===== src/sv/thas_queue.sv =====
// Small flop queue between the sampler front and back ends.
// Generic width; the producer never pushes into a full queue (credit kept upstream).
`default_nettype none

module thas_queue #(
   parameter int DEPTH = 8,
   parameter int WIDTH = 8
) (
   input  logic             clock,
   input  logic             reset,
   input  logic             push_valid,
   input  logic [WIDTH-1:0] push_data,
   input  logic             pop,
   output logic             pop_valid,
   output logic [WIDTH-1:0] pop_data
);

   localparam int PTR_W = $clog2(DEPTH);
   localparam int CNT_W = $clog2(DEPTH + 1);
   localparam logic [PTR_W-1:0] LAST_PTR = PTR_W'(DEPTH - 1);

   logic [WIDTH-1:0] slot_ff [DEPTH];
   logic [PTR_W-1:0] wr_ptr_ff, wr_ptr_in;
   logic [PTR_W-1:0] rd_ptr_ff, rd_ptr_in;
   logic [CNT_W-1:0] cnt_ff, cnt_in;

   always_comb begin
      wr_ptr_in = wr_ptr_ff;
      rd_ptr_in = rd_ptr_ff;
      cnt_in    = cnt_ff;
      if (push_valid) begin
         wr_ptr_in = (wr_ptr_ff == LAST_PTR) ? '0 : wr_ptr_ff + PTR_W'(1);
      end
      if (pop) begin
         rd_ptr_in = (rd_ptr_ff == LAST_PTR) ? '0 : rd_ptr_ff + PTR_W'(1);
      end
      case ({push_valid, pop})
         2'b10:   cnt_in = cnt_ff + CNT_W'(1);
         2'b01:   cnt_in = cnt_ff - CNT_W'(1);
         default: cnt_in = cnt_ff;
      endcase
   end

   always_ff @(posedge clock) begin
      if (reset) begin
         wr_ptr_ff <= '0;
         rd_ptr_ff <= '0;
         cnt_ff    <= '0;
      end else begin
         wr_ptr_ff <= wr_ptr_in;
         rd_ptr_ff <= rd_ptr_in;
         cnt_ff    <= cnt_in;
      end
   end

   always_ff @(posedge clock) begin
      if (push_valid) begin
         slot_ff[wr_ptr_ff] <= push_data;
      end
   end

   assign pop_valid = (cnt_ff != '0);
   assign pop_data  = slot_ff[rd_ptr_ff];

endmodule

`default_nettype wire


===== config.mk =====
export PLATFORM = sky130hd
export DESIGN_NAME = thas_queue
export DESIGN_NICKNAME = d
export VERILOG_FILES = /design/src/sv/thas_queue.sv
export SDC_FILE = /design/constraint.sdc
export NUM_CORES = 1
export LEC_CHECK = 0
export BUFFER_PORTS_ARGS = -buffer_cell sky130_fd_sc_hd__buf_2
export CAP_MARGIN = 10
export CORE_MARGIN = 3
export CORE_UTILIZATION = 30
export CTS_BUF_LIST = sky130_fd_sc_hd__clkbuf_2 sky130_fd_sc_hd__clkbuf_4 sky130_fd_sc_hd__clkbuf_8
export DETAILED_ROUTE_END_ITERATION = 10
export MAX_ROUTING_LAYER = met4
export PLACE_DENSITY = 0.49
export SLEW_MARGIN = 20
export SYNTH_ARGS = -nofsm -noshare
export SYNTH_HDL_FRONTEND = slang
export SYNTH_SLANG_ARGS = --single-unit

===== constraint.sdc =====
create_clock -name clock -period 1.6 [get_ports clock]
set_input_delay 0.16 -clock clock [delete_from_list [all_inputs] [get_ports clock]]
set_output_delay 0.16 -clock clock [all_outputs]
set_load 0.1 [all_outputs]

; ---- Word-level counts from Yosys, hierarchy flattened
; Memories as Yosys holds them, arrays and structs flattened. A register that Yosys moved wholly into a read port is not among the register bits.
; Index checks and enable logic that the tools add are counted.
[totals]
input_bits = 12
elab_cells = 21
mem_bits_rw = 64
ff_bits = 10
mem_count = 1
[memory_table]
columns = name, depth, word_bits, read_ports, rd_ports_with_merged_regs, write_ports, line_no
row1 = slot_ff, 8, 8, 1, 1, 1, 22  ; logic [WIDTH-1:0] slot_ff [DEPTH];
[classes]
mux = 7
reduce_logical = 2
add_sub_neg = 4
n_eq_ne = 4
[ops]
columns = operator, count
row1 = $mux W3, 4
row2 = $pmux W4 S2, 1
row3 = $add A3 B1 Y3 const B, 2
row4 = $eq A3 B3 Y1 const B, 2
row5 = $add A4 B1 Y4 const B, 1
row6 = $reduce_bool A4 Y1, 1
row7 = $sub A4 B1 Y4 const B, 1
row8 = $eq A2 B1 Y1 const B, 1
row9 = $eq A2 B2 Y1 const B, 1
row10 = $mux W1, 2
row11 = $reduce_bool A2 Y1, 1

; ---- Longest topological paths before layout
[depth]
depth_word = 4
mapped_depth = 8
ltp_nobuf = 8

; ---- Worst setup path before layout
; OpenSTA, ideal clock, no wires.
[synth_timing]
kind = register -> output
start = register with a tool-made name
end = output pop_data[1]
t_required_ps = 1440
t_arrival_ps = 1577
path_stages_with_launch = 5
setup_slack_ps = -137
cell_sequence = dfxtp_1 -> buf_6 -> buf_12 -> mux4_1 -> mux2_2
[synth_rtl]
columns = element, line_no
row1 = "end, declared", 15  ; output logic [WIDTH-1:0] pop_data

==> impl_metrics.toml <==
[status]
status = "finished, violations left"
violations = "setup timing"

[global_routing]
antenna_found_initial = 0
grt_util_all_layers_pct = 11.19
grt_max_degree = 17
overflow = 0
grt_pass1_vias = 1652
grt_pass1_wl_um = 9080

[finish]
fin_nets = 231
drive_above_1_share_pct = 42.40
syn_to_final_growth_pct = 25.32
antenna_cells = 0
n_fill_cell = 887

[drt]
vias = 1558
wirelength_um = 5756
drt_first_iter_violations = 66
first_pass_iters = 4
wire_per_inst_um = 16.45
route.detailed.drc = 0
via_per_inst = 4.451
ant_nets = 0

[synthesis]
synth.distinct_cells = 27
ys_seq_elements = 77
synth_xor_area_share_pct = 0.8427
synth_mux_area_share_pct = 17.90
netlist_top_cells_count = "64 x edfxtp_1, 17 x nor2_1, 15 x mux4_1"
synth_top_area_share_pct = 61.64
ys.warnings.count = 0
yosys.area_share.simple_pct = 5.136
postSynthAreaPerCell_um2 = 18.78
syn_area_mm2 = 0.003118
synth_edf_count = 64
ys.flop_type = "edfxtp_1"
yosysMostFrequentCell = "edfxtp_1"
syn_inst = 166
seq_area_frac_synth_pct = 69.98
synthAdderAreaFrac_pct = 2.809
synth_compound_area_share_pct = 1.565
synth_fp_nets = 185
synth_top_family_by_area = "multiplexers"
synthTopCellsByArea = "edfxtp_1 62%, mux4_1 13%, dfxtp_1 8.3%"
synthArstFlopShare_pct = 0
yosysTopAreaCell = "edfxtp_1"

[worst_setup_path]
worstSetupStartpointType = "register"
cp_top_family = "multiplexers"
path_class = "register to primary output"
arrival_ns = 1.88
crit_chain = "buf_16 -> mux4_2 -> mux2_4 -> buf_12"
cp-end-kind = "primary output"
crit_buf_inv = 2
path_max_fanout = 6
required_ns = 1.44
cp_slowest_cell = "mux4_2"
max_stage_delay_ns = 0.51

[clock_tree]
clockRootBuffer = "clkbuf_8"
cts_hold_repair.buffers = 0
htreeDepth = 3
clock_latency_ns = 0.34
cts_made_buffers = 9
path_clk_slew_ns = 0.08
cts.sinks = 77
tritoncts = "done"
cts.path.max_buffers = 2

[timing]
fin_crit_ns = 2.036
relSlewSlack_pct = 83.28
rsz0062_at_grt = "true"
hold_ws_ns = 0.08721
hold_viol = 0
setup_viol = 9
fin_crit_sh_pct = 127.3
setup_ws_ns = -0.4362
clock.fmax_mhz = 491.1
tightest_slew_ns = 0.2481
fin_worst_skew_ns = 0.008060
slew_violations = 0

[power_and_ir_drop]
sw_frac_of_total_pct = 26.72
p_int_w = 0.003309
p_switching_w = 0.001207
pwr-share-clk_pct = 31.7
power_leakage_nw = 1.367
p_per_area_mw_per_mm2 = 1156
peakVddDrop_uv = 616.0
comb_power_share_pct = 18.0
total_power_w = 0.004516
seqPwrFrac_pct = 50.3

[floorplan]
dieArea_mm2 = 0.01165
ios = 21
die_width_um = 107.9
rows = 36
die_h_um = 107.9
initial_utilization_pct = 31.32
coreArea_mm2 = 0.009955

[min_path]
hold_path.class = "input port to register"

[place]
dp_hpwl_um = 3578
io_buffers = 20
dp_slack_ns = -0.1855
routabilityCongestion = 0.7135

[flow_run]
max-cap-violations = 0
==> cell families after synthesis <==
| logic type | after synthesis |
|---|---|
| and+or+nand+nor | 33 |
| xor gates and xnor gates | 3 |
| DFF | 77 |
| buffers and inverters | 8 |
| adders and majority gates | 7 |
| AOI/OAI and AO/OA | 9 |
| muxes | 29 |
==> cell usage in the layout (no fill, tap or decap), types with 2 or more instances in the layout <==
master and n:
buf_2 11, ha_1 6, buf_6 2, mux2_4 8, nand2b_1 4, edfxtp_1 64, inv_1 2, dfxtp_1 8
a21oi_1 5, nor2_1 17, clkbuf_8 9, dfxtp_2 2, buf_12 12, a21oi_2 2, dfxtp_4 3, clkinvlp_4 3
xor2_1 2, nor3_1 3, buf_4 15, mux4_2 16, mux2i_1 4, nand2_1 3
==> path summary, 6_finish.rpt <==
check	startpoint	endpoint	slack [ns]	depth (start not counted)
max	register	pop_data[1]	-0.44	4
min	push_data[5]	slot_ff[1][5]$_DFFE_PP_	0.09	1
max reg2reg	cnt_ff[1]$_SDFFE_PP0P_	cnt_ff[2]$_SDFFE_PP0P_	-0.01	7
min reg2reg	rd_ptr_ff[1]$_SDFFE_PP0P_	rd_ptr_ff[1]$_SDFFE_PP0P_	0.54	2
==> timing repair <==
item                                    CTS  global route
gates resized for setup                  50             8
endpoints found under the setup margin    9            11
endpoints found under the hold margin     0             0
buffers inserted                          1             1
cloned                                    1             0
pin swaps                                 1             4
==> state kept, by name, indices dropped and copies added, names as in the netlist, named ones only <==
name / flops
wr_ptr_ff: 3
rd_ptr_ff: 3
cnt_ff: 4
slot_ff: 64
==> layer usage <==
metal	vias up	global-route usage, %	share of wire, %
met5	-	-	0
met4	0	3.246	1.0
met3	6	3.821	3.3
met2	24	18.38	53
met1	787	13.13	43
li1	741	-	-
==> final cells by class <==
cell class                 count  area, um2  area share (%)
sequential                    77       2196           56.20
multi-input combinational     81      882.1           22.57
timing repair buffer          41      457.9           11.72
tap                          133      166.4           4.259
clock buffer                   9      123.9           3.170
clock inverter                 7      73.82           1.889
inverter                       2      7.507          0.1921
==> worst register-to-register path, cell delays in order (launching register included) <==
cell and delay, ns:
dfxtp_4 0.35, buf_6 0.13, xor2_2 0.17, ha_2 0.19
a21oi_2 0.12, xor2_1 0.09, or3_1 0.37, a21oi_2 0.13
==> per-stage QoR <==
| stage | cells | instance area [um2] | utilization, % | TNS, ns |
|---|---|---|---|---|
| final | 350 | 3908 | 39.25 | -3.357 |
| after global routing | 350 | 3908 | 39.25 | -3.954 |
| after CTS | 349 | 3869 | 38.86 | -3.659 |
| after detailed placement | 331 | 3507 | 35.23 | -1.470 |
| after global placement | 331 | 3507 | 35.23 | -1.397 |
| after floorplan | 166 | 3115 | - | -0.1165 |
==> power by group through the flow <==
stage / registers (W) / logic [W] / clock network (W)
2_1_floorplan: 0.00230 / 0.000506 / 0
3_3_place_gp: 0.00231 / 0.000629 / 0
3_5_place_dp: 0.00231 / 0.000629 / 0
4_1_cts: 0.00227 / 0.000798 / 0.00149
5_1_grt: 0.00228 / 0.000863 / 0.00157
6_report: 0.00227 / 0.000813 / 0.00143
No activity file was read; power rests on OpenSTA's default activity.
